<file path="config.mk">
export PLATFORM = sky130hd
export DESIGN_NAME = kick_power_inverse_quadratic
export DESIGN_NICKNAME = d
export VERILOG_FILES = /design/src/sv/kpiq_pkg.sv /design/src/sv/kpiq_front.sv /design/src/sv/kpiq_sqrt_cell.sv /design/src/sv/kpiq_back.sv /design/src/sv/kick_power_inverse_quadratic.sv
export SDC_FILE = /design/constraint.sdc
export NUM_CORES = 2
export LEC_CHECK = 0
export ABC_AREA = 1
export BUFFER_PORTS_ARGS = -buffer_cell sky130_fd_sc_hd__buf_2
export CORE_ASPECT_RATIO = 0.75
export CORE_UTILIZATION = 45
export DETAILED_ROUTE_END_ITERATION = 8
export GPL_ROUTABILITY_DRIVEN = 0
export GPL_TIMING_DRIVEN = 0
export HOLD_SLACK_MARGIN = 0.15
export SLEW_MARGIN = 20
export SYNTH_ARGS = -nofsm -noshare
export SYNTH_HDL_FRONTEND = slang
export SYNTH_SLANG_ARGS = --single-unit
</file>
<file path="constraint.sdc">
create_clock -name clk_i -period 13.06 [get_ports clk_i]
set_clock_uncertainty 0.15 [all_clocks]
set_input_delay 2.612 -clock clk_i [delete_from_list [all_inputs] [get_ports clk_i]]
set_output_delay 2.612 -clock clk_i [all_outputs]
set_load 0.1 [all_outputs]
</file>
<file path="src/sv/kpiq_pkg.sv">
package kpiq_pkg;

  // Calibration table geometry.
  localparam int ROBOTS = 12;
  localparam logic [3:0] MAX_ID = 4'd11;
  localparam int KICK_LIMIT = 150;
  localparam int CHIP_LIMIT = 500;
  localparam int OUT_LIMIT = 100;

  // Square root chain: a 40-bit discriminant gives a 20-bit root, one bit per cell.
  localparam int RAD_W = 40;
  localparam int ROOT_W = 20;
  localparam int REM_W = 22;
  localparam int SQ_CELLS = ROOT_W;

  // Curve coefficients: a and b in units of 1e-4, c in units of 1e-3.
  localparam int KICK_A_DEC [ROBOTS] = '{-1012, -988, -1012, -900, -789, -859, -857,
                                          -813, -813, -813, -813, -813};
  localparam int KICK_B_DEC [ROBOTS] = '{68441, 65467, 68645, 62632, 48728, 62805, 62963,
                                          61029, 61029, 61029, 61029, 61029};
  localparam int KICK_C_DEC [ROBOTS] = '{-27822, -28173, -28968, -22909, -18189, -27016,
                                          -25360, -21593, -21593, -21593, -21593, -21593};
  localparam int CHIP_A_DEC [ROBOTS] = '{-586, -845, -533, -401, -800, -533, -953, -291,
                                          -533, -533, -263, -926};
  localparam int CHIP_B_DEC [ROBOTS] = '{76894, 120510, 90368, 86320, 108040, 90368,
                                          125550, 70266, 90368, 90368, 53907, 126100};
  localparam int CHIP_C_DEC [ROBOTS] = '{-121180, -197310, -164510, -139310, -166690,
                                          -164510, -195920, -103610, -164510, -164510,
                                          -84211, -203720};

  // Tag that travels with every word through the pipeline.
  typedef struct packed {
    logic       kind;
    logic [3:0] id;
    logic       zero;
  } tag_t;

  // Per-curve constants in Q.16: -4a, -c, b and b squared (Q.32).
  typedef struct packed {
    logic [14:0] a4n;
    logic [24:0] cmag;
    logic [19:0] b;
    logic [39:0] bsq;
  } coef_t;

  // Word handed from one square root cell to the next.
  typedef struct packed {
    tag_t              tag;
    logic [RAD_W-1:0]  rad;
    logic [REM_W-1:0]  rem;
    logic [ROOT_W-1:0] root;
  } sq_t;

  // Rounds the decimal coefficients to Q.16, ties away from zero.
  function automatic coef_t mk_coef(bit chip, int idx);
    longint ad;
    longint bd;
    longint cd;
    longint aq;
    longint bq;
    longint cq;
    coef_t  r;
    ad = chip ? CHIP_A_DEC[idx] : KICK_A_DEC[idx];
    bd = chip ? CHIP_B_DEC[idx] : KICK_B_DEC[idx];
    cd = chip ? CHIP_C_DEC[idx] : KICK_C_DEC[idx];
    aq = (longint'(-ad) * 65536 + 5000) / 10000;
    bq = (longint'(bd) * 65536 + 5000) / 10000;
    cq = (longint'(-cd) * 65536 + 500) / 1000;
    r.a4n = 15'(4 * aq);
    r.cmag = 25'(cq);
    r.b = 20'(bq);
    r.bsq = 40'(bq * bq);
    return r;
  endfunction

  // Floor integer square root, used only on constants.
  function automatic logic [16:0] isqrt_c(logic [63:0] v);
    logic [63:0] rem;
    logic [63:0] res;
    logic [63:0] bw;
    rem = v;
    res = '0;
    bw = 64'd1 << 62;
    for (int i = 0; i < 32; i++) begin
      if (rem >= res + bw) begin
        rem = rem - (res + bw);
        res = (res >> 1) + bw;
      end else begin
        res = res >> 1;
      end
      bw = bw >> 2;
    end
    return 17'(res);
  endfunction

  localparam coef_t COEF [2][ROBOTS] = '{
    '{mk_coef(0, 0), mk_coef(0, 1), mk_coef(0, 2), mk_coef(0, 3), mk_coef(0, 4),
      mk_coef(0, 5), mk_coef(0, 6), mk_coef(0, 7), mk_coef(0, 8), mk_coef(0, 9),
      mk_coef(0, 10), mk_coef(0, 11)},
    '{mk_coef(1, 0), mk_coef(1, 1), mk_coef(1, 2), mk_coef(1, 3), mk_coef(1, 4),
      mk_coef(1, 5), mk_coef(1, 6), mk_coef(1, 7), mk_coef(1, 8), mk_coef(1, 9),
      mk_coef(1, 10), mk_coef(1, 11)}
  };

  // Magnitude of 1/(2a) in Q.16; a is negative, so the true value is the negation.
  localparam logic [20:0] INV2A_MAG [2][ROBOTS] = '{
    '{21'((64'd655360000 + 64'd1012) / 64'd2024), 21'((64'd655360000 + 64'd988) / 64'd1976),
      21'((64'd655360000 + 64'd1012) / 64'd2024), 21'((64'd655360000 + 64'd900) / 64'd1800),
      21'((64'd655360000 + 64'd789) / 64'd1578), 21'((64'd655360000 + 64'd859) / 64'd1718),
      21'((64'd655360000 + 64'd857) / 64'd1714), 21'((64'd655360000 + 64'd813) / 64'd1626),
      21'((64'd655360000 + 64'd813) / 64'd1626), 21'((64'd655360000 + 64'd813) / 64'd1626),
      21'((64'd655360000 + 64'd813) / 64'd1626), 21'((64'd655360000 + 64'd813) / 64'd1626)},
    '{21'((64'd655360000 + 64'd586) / 64'd1172), 21'((64'd655360000 + 64'd845) / 64'd1690),
      21'((64'd655360000 + 64'd533) / 64'd1066), 21'((64'd655360000 + 64'd401) / 64'd802),
      21'((64'd655360000 + 64'd800) / 64'd1600), 21'((64'd655360000 + 64'd533) / 64'd1066),
      21'((64'd655360000 + 64'd953) / 64'd1906), 21'((64'd655360000 + 64'd291) / 64'd582),
      21'((64'd655360000 + 64'd533) / 64'd1066), 21'((64'd655360000 + 64'd533) / 64'd1066),
      21'((64'd655360000 + 64'd263) / 64'd526), 21'((64'd655360000 + 64'd926) / 64'd1852)}
  };

  // Chip scale sqrt(k1 / k_id) in Q.16.
  localparam logic [16:0] CHIP_SCALE [ROBOTS] = '{
    isqrt_c((64'd260 << 32) / 64'd220), isqrt_c((64'd260 << 32) / 64'd260),
    isqrt_c((64'd260 << 32) / 64'd180), isqrt_c((64'd260 << 32) / 64'd250),
    isqrt_c((64'd260 << 32) / 64'd210), isqrt_c((64'd260 << 32) / 64'd200),
    isqrt_c((64'd260 << 32) / 64'd150), isqrt_c((64'd260 << 32) / 64'd200),
    isqrt_c((64'd260 << 32) / 64'd265), isqrt_c((64'd260 << 32) / 64'd265),
    isqrt_c((64'd260 << 32) / 64'd140), isqrt_c((64'd260 << 32) / 64'd180)
  };

endpackage

</file>
<file path="src/sv/kpiq_front.sv">
module kpiq_front import kpiq_pkg::*; #(
  parameter int FRAC_BITS = 8
) (
  input  logic              clk_i,
  input  logic              rst_ni,
  input  logic              in_vld_i,
  input  logic              kind_i,
  input  logic [3:0]        robot_id_i,
  input  logic signed [17:0] raw_power_i,
  output logic              ready_o,
  input  logic              take_i,
  output logic              out_vld_o,
  output sq_t               out_o
);

  localparam int SHIFT = 16 - FRAC_BITS;

  logic              v1_q, v2_q, v3_q;
  logic              ld1, ld2, ld3;
  tag_t              tag1_q, tag2_q, tag3_q;
  tag_t              tag1_d;
  logic [25:0]       p1_q, p1_d;
  logic [40:0]       prod2_q, prod2_d;
  logic [RAD_W-1:0]  dlt3_q, dlt3_d;
  logic [31:0]       limit, mag, clamped;
  coef_t             co;
  logic [25:0]       pmc;
  logic [41:0]       diff;

  // Each stage loads when it is empty or its word moves on.
  assign ld3 = !v3_q || take_i;
  assign ld2 = !v2_q || ld3;
  assign ld1 = !v1_q || ld2;
  assign ready_o = ld1;

  // Stage one: saturate the id and clamp the power into Q.16.
  always_comb begin
    tag1_d.kind = kind_i;
    tag1_d.id = (robot_id_i > MAX_ID) ? MAX_ID : robot_id_i;
    tag1_d.zero = raw_power_i[17] || (raw_power_i == '0);
    limit = 32'(kind_i ? CHIP_LIMIT : KICK_LIMIT) << FRAC_BITS;
    mag = {15'd0, raw_power_i[16:0]};
    clamped = (mag > limit) ? limit : mag;
    p1_d = 26'(clamped << SHIFT);
  end

  // Stage two: -4a times (p - c).
  always_comb begin
    co = COEF[tag1_q.kind][tag1_q.id];
    pmc = p1_q + 26'(co.cmag);
    prod2_d = 41'(co.a4n) * 41'(pmc);
  end

  // Stage three: discriminant, clipped at zero.
  always_comb begin
    diff = 42'(COEF[tag2_q.kind][tag2_q.id].bsq) - 42'(prod2_q);
    dlt3_d = diff[41] ? '0 : diff[RAD_W-1:0];
  end

  always_ff @(posedge clk_i or negedge rst_ni) begin
    if (!rst_ni) begin
      v1_q <= 1'b0;
      v2_q <= 1'b0;
      v3_q <= 1'b0;
    end else begin
      if (ld1) v1_q <= in_vld_i;
      if (ld2) v2_q <= v1_q;
      if (ld3) v3_q <= v2_q;
    end
  end

  always_ff @(posedge clk_i) begin
    if (ld1) begin
      tag1_q <= tag1_d;
      p1_q <= p1_d;
    end
    if (ld2) begin
      tag2_q <= tag1_q;
      prod2_q <= prod2_d;
    end
    if (ld3) begin
      tag3_q <= tag2_q;
      dlt3_q <= dlt3_d;
    end
  end

  assign out_vld_o = v3_q;
  assign out_o = '{tag: tag3_q, rad: dlt3_q, rem: '0, root: '0};

endmodule

</file>
<file path="src/sv/kpiq_sqrt_cell.sv">
module kpiq_sqrt_cell import kpiq_pkg::*; (
  input  logic clk_i,
  input  logic rst_ni,
  input  logic in_vld_i,
  input  sq_t  in_i,
  output logic ready_o,
  input  logic take_i,
  output logic out_vld_o,
  output sq_t  out_o
);

  logic        v_q;
  logic        ld;
  sq_t         w_q, w_d;
  logic [REM_W:0] r2, trial;

  assign ld = !v_q || take_i;
  assign ready_o = ld;

  // One root bit: bring down two radicand bits and try to subtract.
  // The remainder never exceeds twice the root, so its top bit is always clear.
  always_comb begin
    r2 = {in_i.rem[REM_W-2:0], in_i.rad[RAD_W-1 -: 2]};
    trial = (REM_W + 1)'({in_i.root, 2'b01});
    w_d.tag = in_i.tag;
    w_d.rad = {in_i.rad[RAD_W-3:0], 2'b00};
    if (r2 >= trial) begin
      w_d.rem = REM_W'(r2 - trial);
      w_d.root = {in_i.root[ROOT_W-2:0], 1'b1};
    end else begin
      w_d.rem = REM_W'(r2);
      w_d.root = {in_i.root[ROOT_W-2:0], 1'b0};
    end
  end

  always_ff @(posedge clk_i or negedge rst_ni) begin
    if (!rst_ni) begin
      v_q <= 1'b0;
    end else if (ld) begin
      v_q <= in_vld_i;
    end
  end

  always_ff @(posedge clk_i) begin
    if (ld) w_q <= w_d;
  end

  assign out_vld_o = v_q;
  assign out_o = w_q;

endmodule

</file>
<file path="src/sv/kpiq_back.sv">
module kpiq_back import kpiq_pkg::*; #(
  parameter int FRAC_BITS = 8
) (
  input  logic        clk_i,
  input  logic        rst_ni,
  input  logic        in_vld_i,
  input  sq_t         in_i,
  output logic        ready_o,
  input  logic        stall_i,
  output logic        out_vld_o,
  output logic [14:0] power_o
);

  localparam int SHIFT = 16 - FRAC_BITS;
  localparam int HALF = (SHIFT > 0) ? (1 << (SHIFT - 1)) : 0;
  localparam logic [31:0] LIMIT = 32'(OUT_LIMIT) << FRAC_BITS;

  logic               v1_q, v2_q, v3_q, v4_q;
  logic               ld1, ld2, ld3, ld4;
  tag_t               tag1_q, tag2_q, tag3_q;
  logic signed [42:0] prod1_q, prod1_d;
  logic [25:0]        x2_q, x2_d;
  logic [25:0]        x3_q, x3_d;
  logic [14:0]        y4_q, y4_d;
  logic signed [20:0] diff;
  logic [42:0]        sum;
  logic [42:0]        scaled;
  logic [31:0]        y;

  assign ld4 = !v4_q || !stall_i;
  assign ld3 = !v3_q || ld4;
  assign ld2 = !v2_q || ld3;
  assign ld1 = !v1_q || ld2;
  assign ready_o = ld1;

  // Stage one: (b - root) times |1/(2a)|, the same as (root - b) / (2a).
  always_comb begin
    diff = $signed({1'b0, COEF[in_i.tag.kind][in_i.tag.id].b}) -
           $signed({1'b0, in_i.root});
    prod1_d = 43'(diff) * 43'($signed({1'b0, INV2A_MAG[in_i.tag.kind][in_i.tag.id]}));
  end

  // Stage two: round to Q.16; a non-positive quotient gives zero.
  always_comb begin
    sum = 43'(prod1_q) + 43'd32768;
    x2_d = (prod1_q <= 0) ? '0 : 26'(sum[42:16]);
  end

  // Stage three: chip scaling.
  always_comb begin
    scaled = 43'(x2_q) * 43'(CHIP_SCALE[tag2_q.id]) + 43'd32768;
    x3_d = tag2_q.kind ? 26'(scaled[42:16]) : x2_q;
  end

  // Stage four: move to the port format and clamp to full power; a word tagged zero gives zero.
  always_comb begin
    y = (32'(x3_q) + 32'(HALF)) >> SHIFT;
    if (y > LIMIT) y = LIMIT;
    y4_d = tag3_q.zero ? '0 : y[14:0];
  end

  always_ff @(posedge clk_i or negedge rst_ni) begin
    if (!rst_ni) begin
      v1_q <= 1'b0;
      v2_q <= 1'b0;
      v3_q <= 1'b0;
      v4_q <= 1'b0;
    end else begin
      if (ld1) v1_q <= in_vld_i;
      if (ld2) v2_q <= v1_q;
      if (ld3) v3_q <= v2_q;
      if (ld4) v4_q <= v3_q;
    end
  end

  always_ff @(posedge clk_i) begin
    if (ld1) begin
      tag1_q <= in_i.tag;
      prod1_q <= prod1_d;
    end
    if (ld2) begin
      tag2_q <= tag1_q;
      x2_q <= x2_d;
    end
    if (ld3) begin
      tag3_q <= tag2_q;
      x3_q <= x3_d;
    end
    if (ld4) y4_q <= y4_d;
  end

  assign out_vld_o = v4_q;
  assign power_o = y4_q;

endmodule

</file>
<file path="src/sv/kick_power_inverse_quadratic.sv">
// Calibrated kicker power.
// A command word (kind, robot id, requested power with FRAC_BITS fractional
// bits) enters on in_valid_i / in_stall_o. The block inverts the robot's
// quadratic kick or chip curve and returns the actuator power, 0 to 100 with
// FRAC_BITS fractional bits, on out_valid_o / out_stall_i.
// Every word gives exactly one result word, in order.
// The pipeline has three front stages (clamp, multiply, discriminant), a
// chain of 20 square root cells at one root bit each, and four back stages
// (divide by 2a as a multiply, rounding, chip scaling, output register).
// Throughput is one word per cycle unless the receiver stalls; every stage
// holds its own valid bit. When the receiver stalls, the output register
// holds its word and the stages behind it keep filling their empty slots;
// in_stall_o rises only once the whole pipeline is full.
// Reset clears all valid bits; the block holds no other state.
module kick_power_inverse_quadratic import kpiq_pkg::*; #(
  parameter int FRAC_BITS = 8
) (
  input  logic               clk_i,
  input  logic               rst_ni,
  input  logic               in_valid_i,
  output logic               in_stall_o,
  input  logic               kind_i,
  input  logic [3:0]         robot_id_i,
  input  logic signed [17:0] raw_power_i,
  output logic               out_valid_o,
  input  logic               out_stall_i,
  output logic [14:0]        calibrated_power_o
);

  logic front_ready;
  logic lnk_vld [SQ_CELLS+1];
  sq_t  lnk_dat [SQ_CELLS+1];
  logic lnk_rdy [SQ_CELLS+1];

  assign in_stall_o = !front_ready;

  // Discriminant pipeline.
  kpiq_front #(.FRAC_BITS(FRAC_BITS)) u_front (
    .clk_i      (clk_i),
    .rst_ni     (rst_ni),
    .in_vld_i   (in_valid_i),
    .kind_i     (kind_i),
    .robot_id_i (robot_id_i),
    .raw_power_i(raw_power_i),
    .ready_o    (front_ready),
    .take_i     (lnk_rdy[0]),
    .out_vld_o  (lnk_vld[0]),
    .out_o      (lnk_dat[0])
  );

  // Square root chain, one bit per cell.
  for (genvar g = 0; g < SQ_CELLS; g++) begin : g_sqrt
    kpiq_sqrt_cell u_cell (
      .clk_i    (clk_i),
      .rst_ni   (rst_ni),
      .in_vld_i (lnk_vld[g]),
      .in_i     (lnk_dat[g]),
      .ready_o  (lnk_rdy[g]),
      .take_i   (lnk_rdy[g+1]),
      .out_vld_o(lnk_vld[g+1]),
      .out_o    (lnk_dat[g+1])
    );
  end

  // Quotient, chip scaling and output formatting.
  kpiq_back #(.FRAC_BITS(FRAC_BITS)) u_back (
    .clk_i    (clk_i),
    .rst_ni   (rst_ni),
    .in_vld_i (lnk_vld[SQ_CELLS]),
    .in_i     (lnk_dat[SQ_CELLS]),
    .ready_o  (lnk_rdy[SQ_CELLS]),
    .stall_i  (out_stall_i),
    .out_vld_o(out_valid_o),
    .power_o  (calibrated_power_o)
  );

endmodule

</file>
==> metrics <==
Die Height=between 400 and 500 µm; num rows=approximately 150; worst-path fanout max=10; total global-route track usage=a little under a quarter; share of cells above drive strength 1=about 3.6%; Fmax=approximately 80 MHz; DRC Markers=0; Setup crit start kind=flip-flop; ys async rst share=between 2 and 2.5%; RSZ-0062 raised after global routing=no; Nets=roughly 13k; crit path DAT=~13 ns; Worst Setup End Kind=flip-flop; library cells used by synthesis=a little over 70; area share of fa/ha/maj cells after synthesis=approximately 28%; CTS tree=built; register area share after synthesis=slightly below 40%; mux share of post-synthesis cell area=0%; Yosys reg bits=approximately 1.3k; CP required=approximately 14 ns; M2 GR Usage=around a third; period utilization=a little over nine tenths; xor/xnor share of the synthesized area=between 3 and 4%; Synth top area share=38.18%; drt wl/cell=18.48 µm; most used cell, CP=fa_1; CP max stage delay=approximately 0.73 ns; met1 Resource Use GR=32.39%; Mapped Cells=between 10k and 15k; largest family of logic cells by synthesized area=adder cells; Layout Cells excl Fill=13.98k; vias in the first global route=approximately 75k; final WL=about 260000 µm; die width=approximately 560 µm; placed instance count=between 10k and 15k; synthesized area=just over 100000 µm²; most common cell after layout, fill and taps aside=inv_1; outcome=finished clean; type of the worst min-delay path=flip-flop to flip-flop; busiest grt layer=met2; IO Port Bufs=between 40 and 50; Starting Density=45.52%; relative slew slack=between 10% and 20%; post-route antenna net violation count=0; grt ovf=0; compound-gate portion of the synthesized area=under 10%; total core area=around 230000 µm²; Post-synth EDFFs=1313; Slew Viols, Final=0; Final Hold Viols=0; dominant synthesized flop cell=edfxtp_1; Clock Latency Late Sink=0.84 ns; area grow syn2layout=8.920%; crit path kind=flip-flop to flip-flop; Synth Warn #=0; I/O pin count=44; Worst-path clk slew=approximately 0.060 ns; critical path's slowest cell=edfxtp_1; first-pass GRT wire length=414100 µm; Slew @ Worst Pin=roughly 1.3 ns; CTS Buf Count=145; die footprint=around 230000 µm²; Max Cap Viol=0; CTS H-tree lvls=4; most frequent cells in the layout=inv_1, nand2_1, edfxtp_1; CP delay by family, top=adder cells; HPWL Detailed=208800 µm; initial antenna violation count=5; met3 usage in global routing=6.836%; Initial DRC Count=around 7.7k; detail-routed via count per cell=about 5.3; syn_area_per_cell=roughly 10 µm²; post-synthesis simple-gate area fraction=about 14%; Sink Count=about 1.3k; WP buf/inv=5; Vias=~74k; CTS Root Cell=clkbuf_16; main area contributors after synthesis=edfxtp_1, fa_1, ha_1; Resized cells post-CTS=0; ANT cells=0; cell taking the most area after synthesis=edfxtp_1; final number of setup-violating endpoints=0; First-pass DRT Iterations=8; largest net degree at the start of global routing=57; maximum clock path buffer count=4; fin crit period=12.55 ns
## cell type report
cell class | instances | area (µm²)
buffer | 232 | 898.4
clock buffer | 170 | 3774
clock inverter | 77 | 834.6
fill | 20590 | 114400
inverter | 2100 | 7888
multi-input combinational | 6940 | 54590
sequential | 1340 | 40100
tap | 3060 | 3829
timing repair buffer | 62 | 570.5
## synthesized netlist by cell type (10+ instances only)
master and count:
clkinv_1 37, nand3b_1 16, edfxtp_1 1313, buf_2 16
o21a_1 23, o221ai_1 10, a21o_1 20, nand3_1 282
a21boi_0 14, nor3_1 89, nor4_1 64, a21oi_1 592
o211ai_1 20, o21ai_0 326, inv_1 2061, o31ai_1 16
ha_1 767, xor2_1 239, nor2_1 1052, o21bai_1 22
dfrtp_1 27, a31oi_1 52, buf_1 15, xnor2_1 193
o22ai_1 12, nand2_1 1870, nand4_1 70, o21ai_1 18
or2_2 54, a211oi_1 27, clkbuf_1 199, fa_1 984
## cells by family (layout without fill, tap and decap cells)
| family | after synthesis | in the layout |
|---|---|---|
| and+or+nand+nor | 3540 | 3544 |
| buffers and inverters | 2332 | 2641 |
| adders and majority gates | 1751 | 1751 |
| DFF | 1340 | 1340 |
| AOI/OAI and AO/OA | 1209 | 1209 |
| xor gates and xnor gates | 432 | 432 |
| other | 1 | 4 |
## path summary, 6_finish.rpt
check	from	endpoint	slack, ns	cells after the start
setup / recovery	g_sqrt[19].u_cell.out_o[83]$_DFFE_PP_	u_back.prod1_q[42]$_DFFE_PP_	0.51	39
hold / removal	g_sqrt[17].u_cell.out_o[87]$_DFFE_PP_	g_sqrt[18].u_cell.out_o[87]$_DFFE_PP_	0.21	0
setup reg to reg	g_sqrt[19].u_cell.out_o[83]$_DFFE_PP_	u_back.prod1_q[42]$_DFFE_PP_	0.51	39
min in group asynchronous	rst_ni	g_sqrt[17].u_cell.out_vld_o$_DFFE_PN0P_	1.76	1
max in group asynchronous	rst_ni	u_front.v1_q$_DFFE_PN0N_	10.36	1
hold reg to reg	g_sqrt[17].u_cell.out_o[87]$_DFFE_PP_	g_sqrt[18].u_cell.out_o[87]$_DFFE_PP_	0.21	0
## registers in the layout, indices dropped and copies added, names as in the netlist, 6 cells and up
name	cells
g_sqrt.u_cell.out_o	1083
g_sqrt.u_cell.out_vld_o	20
u_back.power_o	15
u_back.prod1_q	43
u_back.tag1_q	6
u_back.tag2_q	6
u_back.x2_q	26
u_back.x3_q	19
u_front.dlt3_q	40
u_front.out_o	6
u_front.p1_q	17
u_front.prod2_q	39
u_front.tag1_q	6
u_front.tag2_q	6
## per-stage QoR
| step | worst slack, ns | hold slack (ns) | instance area, µm² | setup TNS [ns] | utilization (%) |
|---|---|---|---|---|---|
| after detailed placement | -0.9419 | 0.2545 | 107800 | -0.9419 | 47.50 |
| final | 0.5078 | 0.2062 | 112500 | 0 | 49.58 |
| after CTS | 0.2500 | 0.1928 | 112400 | 0 | 49.55 |
| after global placement | -1.333 | 0.2503 | 107300 | -1.333 | 47.30 |
| after floorplan | 1.202 | 0.2503 | 103300 | 0 | - |
| after global routing | 0.02870 | 0.2031 | 112500 | 0 | 49.58 |
## per-layer routing
metal  wire length [µm]  vias up
met3              28130      557
met1             115400    35810
li1                   -    34470
met5                322        -
met2             106600     3222
met4               7964        4
## repair_timing
action | CTS | global route
gates cloned | 3 | 1
endpoints found under the setup margin | 1 | 1
buffers inserted | 0 | 2
pin swaps | 3 | 1
hold buffers | 0 | 0
Power is not shown: default switching activity piles up to over one toggle a cycle in this logic, so the estimate is an artifact.
